File: config.mk
export PLATFORM = sky130hd
export DESIGN_NAME = mqtt_publish_packet_framer
export DESIGN_NICKNAME = d
export VERILOG_FILES = /design/src/sv/mqpf_pkg.sv /design/src/sv/mqtt_publish_packet_framer.sv /design/src/sv/mqpf_front.sv /design/src/sv/mqpf_cmd_queue.sv /design/src/sv/mqpf_back.sv
export SDC_FILE = /design/constraint.sdc
export NUM_CORES = 1
export LEC_CHECK = 0
export BUFFER_PORTS_ARGS = -buffer_cell sky130_fd_sc_hd__buf_2
export CAP_MARGIN = 10
export CELL_PAD_IN_SITES_DETAIL_PLACEMENT = 1
export CELL_PAD_IN_SITES_GLOBAL_PLACEMENT = 2
export CORE_MARGIN = 1
export CORE_UTILIZATION = 38
export DETAILED_ROUTE_END_ITERATION = 8
export GPL_TIMING_DRIVEN = 0
export PLACE_DENSITY_LB_ADDON = 0.1
export SETUP_SLACK_MARGIN = 0.2
export SYNTH_ARGS = -nofsm -noshare
export SYNTH_HDL_FRONTEND = slang
export SYNTH_SLANG_ARGS = --single-unit
File: constraint.sdc
create_clock -name clk -period 5.68 [get_ports clk]
set_input_delay 0.568 -clock clk [delete_from_list [all_inputs] [get_ports clk]]
set_output_delay 0.568 -clock clk [all_outputs]
set_load 0.05 [all_outputs]
File: src/sv/mqpf_pkg.sv
// ----------------------------------------------------------------------------
// mqpf_pkg
// types and constants shared by the mqtt publish packet framer
// ----------------------------------------------------------------------------
package mqpf_pkg;

    // input item and result item
    typedef struct packed {
        logic [1:0]  action;
        logic [15:0] topic_bytes;
        logic [27:0] payload_bytes;
        logic        retained;
        logic [7:0]  data_byte;
    } item_t;

    typedef struct packed {
        logic [7:0] out_byte;
        logic       last;
        logic [1:0] status;
    } result_t;

    // action codes
    localparam logic [1:0] ACT_START = 2'd0;
    localparam logic [1:0] ACT_DATA  = 2'd1;
    localparam logic [1:0] ACT_DISC  = 2'd2;

    // status codes
    localparam logic [1:0] ST_OK    = 2'd0;
    localparam logic [1:0] ST_EMPTY = 2'd1;
    localparam logic [1:0] ST_LONG  = 2'd2;
    localparam logic [1:0] ST_SEQ   = 2'd3;

    // register index of buffer_limit
    localparam logic REG_BUFFER_LIMIT = 1'b0;

    localparam logic [28:0] RL_MAX       = 29'd268435455;
    localparam logic [28:0] LIMIT_RESET  = 29'd1460;
    localparam logic [7:0]  HDR_PUBLISH  = 8'h30;
    localparam logic [7:0]  HDR_DISC     = 8'hE0;
    localparam logic [28:0] RL_ONE_BYTE  = 29'd128;
    localparam logic [28:0] RL_TWO_BYTE  = 29'd16384;
    localparam logic [28:0] RL_THREE_BYTE = 29'd2097152;

    // depth of the command queue between front and back
    localparam int CMD_DEPTH = 4;

    typedef enum logic [1:0] {
        CMD_DATA,
        CMD_ERR,
        CMD_DISC,
        CMD_START
    } cmd_kind_t;

    // one classified command for the back end
    typedef struct packed {
        cmd_kind_t   kind;
        logic [7:0]  dbyte;      // data byte, or retain flag in bit 0 for start
        logic        last;
        logic [1:0]  status;
        logic [27:0] rem;        // remaining length
        logic [1:0]  nlen_m1;    // remaining length byte count minus one
        logic [15:0] topic_bytes;
    } cmd_t;

endpackage

File: src/sv/mqtt_publish_packet_framer.sv
// ----------------------------------------------------------------------------
// mqtt_publish_packet_framer
// frames mqtt 3.1.1 publish (qos 0) and disconnect packets into bytes
// ----------------------------------------------------------------------------
// usage
//   input queue: push an item while full is low; action selects start,
//   data byte or disconnect, the other fields are read as needed
//   result queue: while empty is low the oldest byte is on result, pop
//   takes it; last marks a packet end or an error result
//   config: apb write of buffer_limit at byte address 0, pready tied high
// throughput
//   an item's first result passes the command queue and the output register
//   data items sustain one per cycle unless pop stalls; a start item yields
//   4 to 7 bytes, a disconnect 2, so the byte sequencer in the back end sets
//   the rate while it expands headers; the 4-entry command queue absorbs that
// reset
//   no packet open, queues empty, buffer_limit back to 1460
// stall
//   a held result stays on the ports; the command queue fills, then
//   full rises and holds off further items
// ----------------------------------------------------------------------------
module mqtt_publish_packet_framer
    import mqpf_pkg::*;
(
    input  logic        clk,
    input  logic        rst_n,
    // item queue side
    input  logic        push,
    output logic        full,
    input  item_t       item,
    // result queue side
    output logic        empty,
    input  logic        pop,
    output result_t     result,
    // configuration port
    input  logic        psel,
    input  logic        penable,
    input  logic        pwrite,
    input  logic [2:0]  paddr,
    input  logic [31:0] pwdata,
    output logic [31:0] prdata,
    output logic        pready
);

    logic [28:0] limit_reg;
    logic        cfg_wr;
    logic        item_valid;
    logic        cmd_push;
    cmd_t        cmd_in;
    cmd_t        cmd_head;
    logic        cmd_pop;
    logic        q_full;
    logic        q_empty;

    // register write on the access cycle, index from address bit 2
    assign pready = 1'b1;
    assign cfg_wr = psel && penable && pwrite && pready;
    assign prdata = (paddr[2] == REG_BUFFER_LIMIT) ? {3'b0, limit_reg} : 32'd0;

    always_ff @(posedge clk or negedge rst_n)
    begin
        if (!rst_n)
            limit_reg <= LIMIT_RESET;
        else if (cfg_wr && paddr[2] == REG_BUFFER_LIMIT)
            limit_reg <= pwdata[28:0];
    end

    // item transfer
    assign full       = q_full;
    assign item_valid = push && !q_full;

    // front: check and classify each item
    mqpf_front u_front (
        .clk          (clk),
        .rst_n        (rst_n),
        .item_valid   (item_valid),
        .item         (item),
        .buffer_limit (limit_reg),
        .cmd_push     (cmd_push),
        .cmd          (cmd_in)
    );

    // decoupling queue
    mqpf_cmd_queue u_queue (
        .clk     (clk),
        .rst_n   (rst_n),
        .wr_en   (cmd_push),
        .wr_data (cmd_in),
        .rd_en   (cmd_pop),
        .rd_data (cmd_head),
        .full    (q_full),
        .empty   (q_empty)
    );

    // back: byte sequencer and output register
    mqpf_back u_back (
        .clk       (clk),
        .rst_n     (rst_n),
        .cmd_valid (!q_empty),
        .cmd       (cmd_head),
        .cmd_pop   (cmd_pop),
        .result    (result),
        .empty     (empty),
        .pop       (pop)
    );

endmodule

File: src/sv/mqpf_front.sv
// ----------------------------------------------------------------------------
// mqpf_front
// accepts items, checks them against the packet state and issues commands
// ----------------------------------------------------------------------------
module mqpf_front
    import mqpf_pkg::*;
(
    input  logic        clk,
    input  logic        rst_n,
    input  logic        item_valid,
    input  item_t       item,
    input  logic [28:0] buffer_limit,
    output logic        cmd_push,
    output cmd_t        cmd
);

    logic        open_reg;
    logic        open_next;
    logic [27:0] left_reg;
    logic [27:0] left_next;

    logic [28:0] rem;
    logic [1:0]  nlen_m1;
    logic [28:0] total;
    logic [27:0] left_m1;

    assign rem     = 29'd2 + {13'b0, item.topic_bytes} + {1'b0, item.payload_bytes};
    assign left_m1 = left_reg - 28'd1;
    assign total   = rem + {27'b0, nlen_m1} + 29'd2;

    always_comb
    begin
        if (rem < RL_ONE_BYTE)
            nlen_m1 = 2'd0;
        else if (rem < RL_TWO_BYTE)
            nlen_m1 = 2'd1;
        else if (rem < RL_THREE_BYTE)
            nlen_m1 = 2'd2;
        else
            nlen_m1 = 2'd3;
    end

    always_comb
    begin
        open_next       = open_reg;
        left_next       = left_reg;
        cmd_push        = 1'b0;
        cmd.kind        = CMD_ERR;
        cmd.dbyte       = item.data_byte;
        cmd.last        = 1'b1;
        cmd.status      = ST_OK;
        cmd.rem         = rem[27:0];
        cmd.nlen_m1     = nlen_m1;
        cmd.topic_bytes = item.topic_bytes;
        if (item_valid)
        begin
            unique case (item.action)
                ACT_DATA:
                begin
                    cmd_push = 1'b1;
                    if (!open_reg)
                        cmd.status = ST_SEQ;
                    else
                    begin
                        cmd.kind  = CMD_DATA;
                        cmd.last  = (left_m1 == 28'd0);
                        left_next = left_m1;
                        open_next = (left_m1 != 28'd0);
                    end
                end
                ACT_START, ACT_DISC:
                begin
                    cmd_push = 1'b1;
                    if (open_reg)
                    begin
                        // abandon the open packet
                        cmd.status = ST_SEQ;
                        open_next  = 1'b0;
                        left_next  = 28'd0;
                    end
                    else if (item.action == ACT_DISC)
                    begin
                        if (buffer_limit < 29'd2)
                            cmd.status = ST_LONG;
                        else
                            cmd.kind = CMD_DISC;
                    end
                    else if (item.topic_bytes == 16'd0)
                        cmd.status = ST_EMPTY;
                    else if (rem > RL_MAX || total > buffer_limit)
                        cmd.status = ST_LONG;
                    else
                    begin
                        cmd.kind  = CMD_START;
                        cmd.dbyte = {7'b0, item.retained};
                        open_next = 1'b1;
                        left_next = 28'(rem - 29'd2);
                    end
                end
                default:
                begin
                    cmd_push = 1'b0;
                end
            endcase
        end
    end

    always_ff @(posedge clk or negedge rst_n)
    begin
        if (!rst_n)
        begin
            open_reg <= 1'b0;
            left_reg <= 28'd0;
        end
        else
        begin
            open_reg <= open_next;
            left_reg <= left_next;
        end
    end

endmodule

File: src/sv/mqpf_cmd_queue.sv
// ----------------------------------------------------------------------------
// mqpf_cmd_queue
// short command queue between front and back
// ----------------------------------------------------------------------------
module mqpf_cmd_queue
    import mqpf_pkg::*;
(
    input  logic clk,
    input  logic rst_n,
    input  logic wr_en,
    input  cmd_t wr_data,
    input  logic rd_en,
    output cmd_t rd_data,
    output logic full,
    output logic empty
);

    localparam int PW = $clog2(CMD_DEPTH);
    localparam int CW = $clog2(CMD_DEPTH + 1);

    cmd_t          mem_reg [CMD_DEPTH];
    logic [PW-1:0] wr_ptr_reg;
    logic [PW-1:0] rd_ptr_reg;
    logic [CW-1:0] count_reg;
    logic          do_wr;
    logic          do_rd;

    assign full    = (count_reg == CW'(CMD_DEPTH));
    assign empty   = (count_reg == '0);
    assign do_wr   = wr_en && !full;
    assign do_rd   = rd_en && !empty;
    assign rd_data = mem_reg[rd_ptr_reg];

    always_ff @(posedge clk)
    begin
        if (do_wr)
            mem_reg[wr_ptr_reg] <= wr_data;
    end

    always_ff @(posedge clk or negedge rst_n)
    begin
        if (!rst_n)
        begin
            wr_ptr_reg <= '0;
            rd_ptr_reg <= '0;
            count_reg  <= '0;
        end
        else
        begin
            if (do_wr)
                wr_ptr_reg <= PW'((32'(wr_ptr_reg) + 1) % CMD_DEPTH);
            if (do_rd)
                rd_ptr_reg <= PW'((32'(rd_ptr_reg) + 1) % CMD_DEPTH);
            if (do_wr && !do_rd)
                count_reg <= count_reg + CW'(1);
            else if (do_rd && !do_wr)
                count_reg <= count_reg - CW'(1);
        end
    end

`ifndef NO_ASSERTIONS
    a_count_bound: assert property (@(posedge clk) disable iff (!rst_n)
        count_reg <= CW'(CMD_DEPTH))
        else $error("command queue count over depth");
    a_count_up: assert property (@(posedge clk) disable iff (!rst_n)
        (do_wr && !do_rd) |=> (count_reg == $past(count_reg) + CW'(1)))
        else $error("command queue count not raised on write");
    a_count_down: assert property (@(posedge clk) disable iff (!rst_n)
        (do_rd && !do_wr) |=> (count_reg == $past(count_reg) - CW'(1)))
        else $error("command queue count not lowered on read");
`endif

endmodule

File: src/sv/mqpf_back.sv
// ----------------------------------------------------------------------------
// mqpf_back
// expands commands into packet bytes behind an output register
// ----------------------------------------------------------------------------
module mqpf_back
    import mqpf_pkg::*;
(
    input  logic    clk,
    input  logic    rst_n,
    input  logic    cmd_valid,
    input  cmd_t    cmd,
    output logic    cmd_pop,
    output result_t result,
    output logic    empty,
    input  logic    pop
);

    logic [2:0] step_reg;
    logic [2:0] step_next;
    logic       out_valid_reg;
    result_t    out_reg;

    result_t    cur;
    logic       final_step;
    logic       advance;
    logic       load;
    logic [1:0] idx;
    logic [6:0] grp;

    assign advance = !out_valid_reg || pop;
    assign load    = advance && cmd_valid;
    assign cmd_pop = load && final_step;
    assign idx     = 2'(step_reg - 3'd1);
    assign result  = out_reg;
    assign empty   = !out_valid_reg;

    always_comb
    begin
        case (idx)
            2'd0:    grp = cmd.rem[6:0];
            2'd1:    grp = cmd.rem[13:7];
            2'd2:    grp = cmd.rem[20:14];
            default: grp = cmd.rem[27:21];
        endcase
    end

    always_comb
    begin
        cur.out_byte = 8'd0;
        cur.last     = 1'b0;
        cur.status   = ST_OK;
        final_step   = 1'b0;
        unique case (cmd.kind)
            CMD_DATA:
            begin
                cur.out_byte = cmd.dbyte;
                cur.last     = cmd.last;
                final_step   = 1'b1;
            end
            CMD_ERR:
            begin
                cur.last   = 1'b1;
                cur.status = cmd.status;
                final_step = 1'b1;
            end
            CMD_DISC:
            begin
                if (step_reg == 3'd0)
                    cur.out_byte = HDR_DISC;
                else
                begin
                    cur.last   = 1'b1;
                    final_step = 1'b1;
                end
            end
            CMD_START:
            begin
                if (step_reg == 3'd0)
                    cur.out_byte = HDR_PUBLISH | {7'b0, cmd.dbyte[0]};
                else if (step_reg <= {1'b0, cmd.nlen_m1} + 3'd1)
                    cur.out_byte = {idx != cmd.nlen_m1, grp};
                else if (step_reg == {1'b0, cmd.nlen_m1} + 3'd2)
                    cur.out_byte = cmd.topic_bytes[15:8];
                else
                begin
                    // data bytes still follow, so not the packet end
                    cur.out_byte = cmd.topic_bytes[7:0];
                    final_step   = 1'b1;
                end
            end
            default:
            begin
                final_step = 1'b1;
            end
        endcase
    end

    always_comb
    begin
        step_next = step_reg;
        if (load)
            step_next = final_step ? 3'd0 : step_reg + 3'd1;
    end

    always_ff @(posedge clk)
    begin
        if (load)
            out_reg <= cur;
    end

    always_ff @(posedge clk or negedge rst_n)
    begin
        if (!rst_n)
        begin
            step_reg      <= 3'd0;
            out_valid_reg <= 1'b0;
        end
        else
        begin
            step_reg <= step_next;
            if (advance)
                out_valid_reg <= cmd_valid;
        end
    end

`ifndef NO_ASSERTIONS
    a_step_bound: assert property (@(posedge clk) disable iff (!rst_n)
        step_reg <= 3'd6)
        else $error("sequencer step out of range");
    a_step_clear: assert property (@(posedge clk) disable iff (!rst_n)
        cmd_pop |=> (step_reg == 3'd0))
        else $error("sequencer step not cleared after command");
    a_hold_out: assert property (@(posedge clk) disable iff (!rst_n)
        (out_valid_reg && !pop) |=> (out_valid_reg && $stable(out_reg)))
        else $error("waiting result changed without transfer");
`endif

endmodule

# Yosys cells after proc, flatten, opt, wreduce, memory -nomap -nowiden
# Memory sizes are Yosys's and may differ from the RTL's.
# Cells that the tools add are included.
op_classes:
  muxes: 54
  bitwise: 1
  order_cmp: 7
  reduce_logical: 32
  addsub: 14
  eq_ne: 14
ops:
  columns: ["op", "count"]
  rows:
  - ["28-bit two-way mux", 5]
  - ["28-bit case mux with 2 select lines", 1]
  - ["8-bit two-way mux", 6]
  - ["10-bit two-way mux", 3]
  - ["17-bit by 28-bit adder with 29-bit output", 1]
  - ["29-bit by 2-bit adder with 29-bit output", 1]
  - ["29-bit by 2-bit adder with 29-bit output, second input constant", 1]
  - ["29-bit by 28-bit greater-than comparator with 1-bit output, second input constant", 1]
  - ["29-bit greater-than comparator", 1]
  - ["29-bit by 15-bit less-than comparator with 1-bit output, second input constant", 1]
  - ["29-bit by 2-bit less-than comparator with 1-bit output, second input constant", 1]
  - ["29-bit by 22-bit less-than comparator with 1-bit output, second input constant", 1]
  - ["29-bit by 8-bit less-than comparator with 1-bit output, second input constant", 1]
  - ["29-bit two-way mux", 1]
  - ["28-bit logical NOT", 1]
  - ["28-bit nonzero test", 1]
  - ["28-bit by 1-bit subtractor with 28-bit output, second input constant", 1]
  - ["28-bit by 2-bit subtractor with 28-bit output, second input constant", 1]
  - ["8-bit case mux with 3 select lines", 1]
  - ["7-bit case mux with 3 select lines", 1]
  - ["2-bit two-way mux", 10]
  - ["2-bit by 16-bit adder with 17-bit output, first input constant", 1]
  - ["1-bit two-way mux", 17]
  - ["16-bit logical NOT", 1]
  - ["30 further kinds", 62]
totals:
  word_cells: 134
  mem_count: 1
  ff_bits: 80
  mem_bits_rw: 236
  output_inout_bits: 46
mem_list:
  columns: ["name", "depth", "width", "rd", "rd_ports_with_merged_regs", "wr", "line_no", "text"]
  rows:
  - ["u_queue.mem_reg", 4, 59, 1, 0, 1, "mqpf_cmd_queue.sv:21", "cmd_t mem_reg [CMD_DEPTH];"]

# Logic depth before layout (Yosys ltp)
depth:
  depth_word: 16
  ltp_mapped: 39

# Modules after synthesis
# Synthesis repeated with hierarchy kept, for this count alone.
hier_totals:
  cells_unflattened: 1426
  area_unflattened_um2: 17700.7
modules_own_cells:
  columns: ["mod", "seq_area_each_um2", "area_per_inst_um2", "instances", "cells_each"]
  rows:
  - ["mqpf_cmd_queue", 7262.0, 9009.9, 1, 345]
  - ["mqpf_front", 725.7, 5810.6, 1, 805]
  - ["mqpf_back", 430.4, 1490.2, 1, 174]
  - ["mqtt_publish_packet_framer", 733.2, 1390.1, 1, 102]

# Worst setup path before layout
# OpenSTA, ideal clock, no wires.
synth_timing:
  kind: "input-to-reg"
  from: "input item[10] (netlist name)"
  to: "memory u_queue.mem_reg[0][58] (netlist name) (data pin)"
  arrival_ns: 7.360
  setup_ns: 0.217
  cell_stages: 35
  slack_ns: -1.897
  path_buffers: 0
  cell_sequence: "inv_1 > ha_1 > inv_1 > ha_1 > fa_1 > a211oi_2 > o21a_1 > nor4_4 > o311ai_0 > xor2_1 > nand4_1 > nor2_1 > nand2_1 > nor4_1 > ha_1 > inv_1 > ha_1 > a21oi_1 > nor2_1 > nand4_1 > nor3_1 > nand2_1 > nor2_1 > nand3_1 > xnor2_1 > ha_1 > nand4_1 > nor3_1 > nand3_1 > o21ai_0 > o21ai_0 > nor2_1 > o21ai_0 > or3b_2 > a211oi_1"
synth_rtl:
  columns: ["item", "line_no", "text"]
  rows:
  - ["start, declared", "mqtt_publish_packet_framer.sv:30", "input item_t item,"]
  - ["end, declared", "mqpf_cmd_queue.sv:21", null]

# Worst setup path after layout
layout_timing:
  from: "input item[48] (netlist name)"
  to: "register u_front.left_reg[25]"
layout_between:
  elab_chain_cells: 12
  elab_cells_between_ends: 23
  classes_between: "add/sub (5); order compare (5); eq/ne (2); mux (8); reduce/logical (3)"
layout_lines:
  columns: ["item", "line_no", "text"]
  rows:
  - ["2-bit by 16-bit adder with 17-bit output", "mqpf_front.sv:27", "assign rem = 29'd2 + {13'b0, item.topic_bytes} + {1'b0, item.payload_bytes};"]
  - ["17-bit by 28-bit adder with 29-bit output", "mqpf_front.sv:27", null]
  - ["29-bit by 22-bit less-than comparator with 1-bit output", "mqpf_front.sv:37", "else if (rem < RL_THREE_BYTE)"]
  - ["1-bit two-way mux", "mqpf_front.sv:37", null]
  - ["2-bit two-way mux", "mqpf_front.sv:35", "else if (rem < RL_TWO_BYTE)"]
  - ["2-bit two-way mux", "mqpf_front.sv:33", "if (rem < RL_ONE_BYTE)"]
  - ["29-bit by 2-bit adder with 29-bit output (2 in series)", "mqpf_front.sv:29", "assign total = rem + {27'b0, nlen_m1} + 29'd2;"]
  - ["29-bit greater-than comparator", "mqpf_front.sv:90", "else if (rem > RL_MAX || total > buffer_limit)"]
  - ["1-bit logical OR", "mqpf_front.sv:90", null]
  - ["3-bit by 2-bit inequality test with 1-bit output (no line)", null, null]
  - ["6-bit AND reduction (no line)", null, null]
  - ["end signal, assigned", "mqpf_front.sv:118", "left_reg <= left_next;"]
  - ["end, declared", "mqpf_front.sv:19", "logic [27:0] left_reg;"]
# Several ways; a longest one is shown, not always the timed one. The select of a mux whose other input is x is not followed.
# A chain may end at the register's enable or synchronous reset.

==> flow_summary.json <==
{
  "status": "finished, violations left",
  "violations": "setup timing",
  "rr_startpoint": "u_queue.rd_ptr_reg[0]$_DFFE_PN0P_",
  "synth_area_leaders": "edfxtp_1 (43%), dfrtp_1 (9.2%), mux4_2 (7.6%), ha_1 (6.1%), xnor2_1 (2.6%)",
  "hold_depth": 2,
  "grt_pass1_wl_um": 82880,
  "gp_congestion": 0.8287,
  "port-buffer-count": 132,
  "crit_start": "item[48]",
  "crit_buf_inv": 35,
  "gr-usage-all-layers_pct": 23.84,
  "instances_no_fill": 2296,
  "die_w_um": 214.5,
  "numCtsBuffers": 37,
  "hold_path_end": "u_back.out_valid_reg$_DFFE_PN0N_",
  "synth_cells": 1400,
  "synthFlopType": "edfxtp_1",
  "via_per_inst": 5.544,
  "firstDrtPassIters": 5,
  "core_area_um2": 44410,
  "num_antenna_cells": 0,
  "max-cap-violations": 0,
  "final_area_um2": 22000,
  "ios": 143,
  "fin_skew_ns": 0.01997,
  "rrSetupSlack_ns": 0.63,
  "ys_seq_area_share_pct": 53.32,
  "setup-violations-final": 69,
  "placed_cell_area_um2": 19100,
  "max-slew-margin-rel_pct": 21.71,
  "p_leak_nw": 8.119,
  "drt_wl_total_um": 54680,
  "wl_per_cell_um": 23.81,
  "synth_top_cell_by_area": "edfxtp_1",
  "final_cell_mix": "edfxtp_1 (247), buf_2 (125), nor2_1 (93)",
  "critPathLaunchType": "input pin",
  "dpl.cell_count": 2132,
  "worstHoldStart": "pop",
  "worst_slack_ns": -1.444,
  "ys_types": 83,
  "cp_max_fo": 6,
  "path_common_cell": "buf_4",
  "slew_violations": 0,
  "largest_reg_flops": 236,
  "post-route-util_pct": 49.54,
  "vias": 12730,
  "grt_pass1_vias": 13450,
  "arrival_ns": 7.56,
  "placementRows": 77,
  "critPathTopFamily": "buffers and inverters",
  "cpPeakStageDelay_ns": 0.36,
  "path_clk_slew_ns": 0.06,
  "crit_path_end_kind": "register",
  "place_hpwl_um": 39090,
  "vdd_ir_drop_max_mv": 0.3290,
  "cp.required_ns": 6.11,
  "layout_commonest_cell": "edfxtp_1",
  "drc_errors": 0,
  "die_area_um2": 46020,
  "rsz0062_at_grt": "yes",
  "r2r_end": "u_queue.count_reg[1]$_DFFE_PN0P_",
  "area_delta_synth_final_pct": 28.19,
  "clk_latency_ns": 0.54,
  "reg2reg_depth": 18,
  "tightestPinTransition_ns": 1.145,
  "path_class": "input pin to register",
  "ys_ff_latch": 316,
  "synth-edff-count": 247,
  "cts_buffer_depth": 3,
  "drtAntennaViolNets": 0,
  "cts_tree": "built",
  "cp_slowest_cell": "or3_4",
  "fmax_mhz": 140.4,
  "h-tree-depth": 2,
  "p_per_area_nw_per_um2": 430.9,
  "finalPower_mw": 9.480,
  "drive_gt1_share_pct": 35.27,
  "hp-class": "input pin to register",
  "antenna_found_initial": 0,
  "root_buffer": "clkbuf_16",
  "timing.final.crit_period_ns": 7.124,
  "synth_top_area_share_pct": 43.21,
  "avgSynthCellArea_um2": 12.26,
  "final_hold_viol_count": 0,
  "drt_iter0_drc": 737,
  "grt_overflow": 0,
  "layout.nets": 1862,
  "synth_area_um2": 17160,
  "clock_sinks": 316,
  "dp_slack_ns": -3.497,
  "fin_crit_sh_pct": 125.4,
  "die_h_um": 214.5,
  "async_reset_ff_share_pct": 21.84,
  "ys_warn_count": 0,
  "start_util_pct": 38.65,
  "grt_max_degree": 62
}
[kinds of logic (layout without fill, tap and decap cells)]
logic type                 after synthesis  after routing  share of synthesized area (%)
and+or+nand+nor                        412            412                          12.25
buffers and inverters                  144            446                          3.339
xor gates and xnor gates                68             68                          3.514
other                                    2              4                        0.04375
muxes                                  102            102                          10.42
DFF                                    316            316                          53.32
adders and majority gates               87             87                          6.473
AOI/OAI and AO/OA                      269            269                          10.64
[where the power goes]
part | switching (mW) | total, mW | internal [mW]
Sequential | 0.215 | 3.29 | 3.07
Combinational | 2.40 | 3.92 | 1.52
Clock | 0.934 | 2.27 | 1.34
[per-stage QoR]
step           hold WS [ns]  setup TNS [ns]
4_1_cts              0.1978          -83.12
3_5_place_dp         0.4239         -241.21
5_1_grt              0.2273         -105.72
6_report             0.2238          -86.98
2_1_floorplan        0.2724          -61.21
3_3_place_gp         0.4822         -241.24
[worst register-to-register path: cells and delay by family (launching register included)]
family          cells  cell delay (ns)
compound gates      5             0.89
fa+ha+maj           4             1.29
buf+inv             6             1.47
flops               1             0.33
mux                 2             0.82
simple gates        1             0.15
[cells in the mapped netlist, drive strengths merged, types with 9 or more instances]
master / n
o21a: 10
a211oi: 17
dfrtp: 63
nand3: 40
inv: 82
mux4: 58
mux2: 33
xor2: 17
nand4: 21
buf: 21
mux2i: 11
nor3b: 11
a21o: 13
a21oi: 63
and2: 18
xnor2: 51
edfxtp: 247
nor3: 30
or3: 13
nand2: 90
nor2: 106
o22ai: 9
a31oi: 10
clkbuf: 40
ha: 84
o21ai: 71
nor4: 31
[what timing repair did]
| item | in CTS | in global routing |
|---|---|---|
| hold buffers | 1 | 0 |
| setup buffers | 71 | 21 |
| resized for setup | 126 | 91 |
| pin swaps | 55 | 40 |
| setup endpoints to repair | 85 | 71 |
| gates cloned | 3 | 3 |
| endpoints found under the hold margin | 8 | 0 |
[per-layer routing]
metal | vias to the layer above | GRT usage [%] | part of all wire (%)
met5 | - | 0 | 0
met4 | 0 | 8.619 | 3.4
met3 | 90 | 3.163 | 4.1
met2 | 302 | 40.75 | 49
met1 | 6433 | 30.93 | 43
li1 | 5903 | - | -
[how the worst max path moves through the flow]
stage	cells past startpoint	slack, ns	end
6_report	47	-1.44	u_front.left_reg[25]$_DFFE_PN0P_
3_5_place_dp	36	-3.50	u_queue.mem_reg[1][55]$_DFFE_PP_
5_1_grt	40	-1.64	u_front.left_reg[18]$_DFFE_PN0P_
3_3_place_gp	36	-3.51	u_queue.mem_reg[2][55]$_DFFE_PP_
2_1_floorplan	36	-1.08	u_queue.mem_reg[0][58]$_DFFE_PP_
4_1_cts	40	-1.29	u_front.left_reg[19]$_DFFE_PN0P_
[cell type report]
| type | instances | area [um2] |
|---|---|---|
| multi-input combinational | 942 | 8561 |
| tap | 592 | 740.7 |
| fill | 4624 | 22410 |
| buffer | 61 | 386.6 |
| sequential | 316 | 9151 |
| inverter | 83 | 332.8 |
| clock buffer | 45 | 955.9 |
| clock inverter | 20 | 191.4 |
| timing repair buffer | 237 | 1683 |
Note: power is estimated with default switching activity, not from simulation.
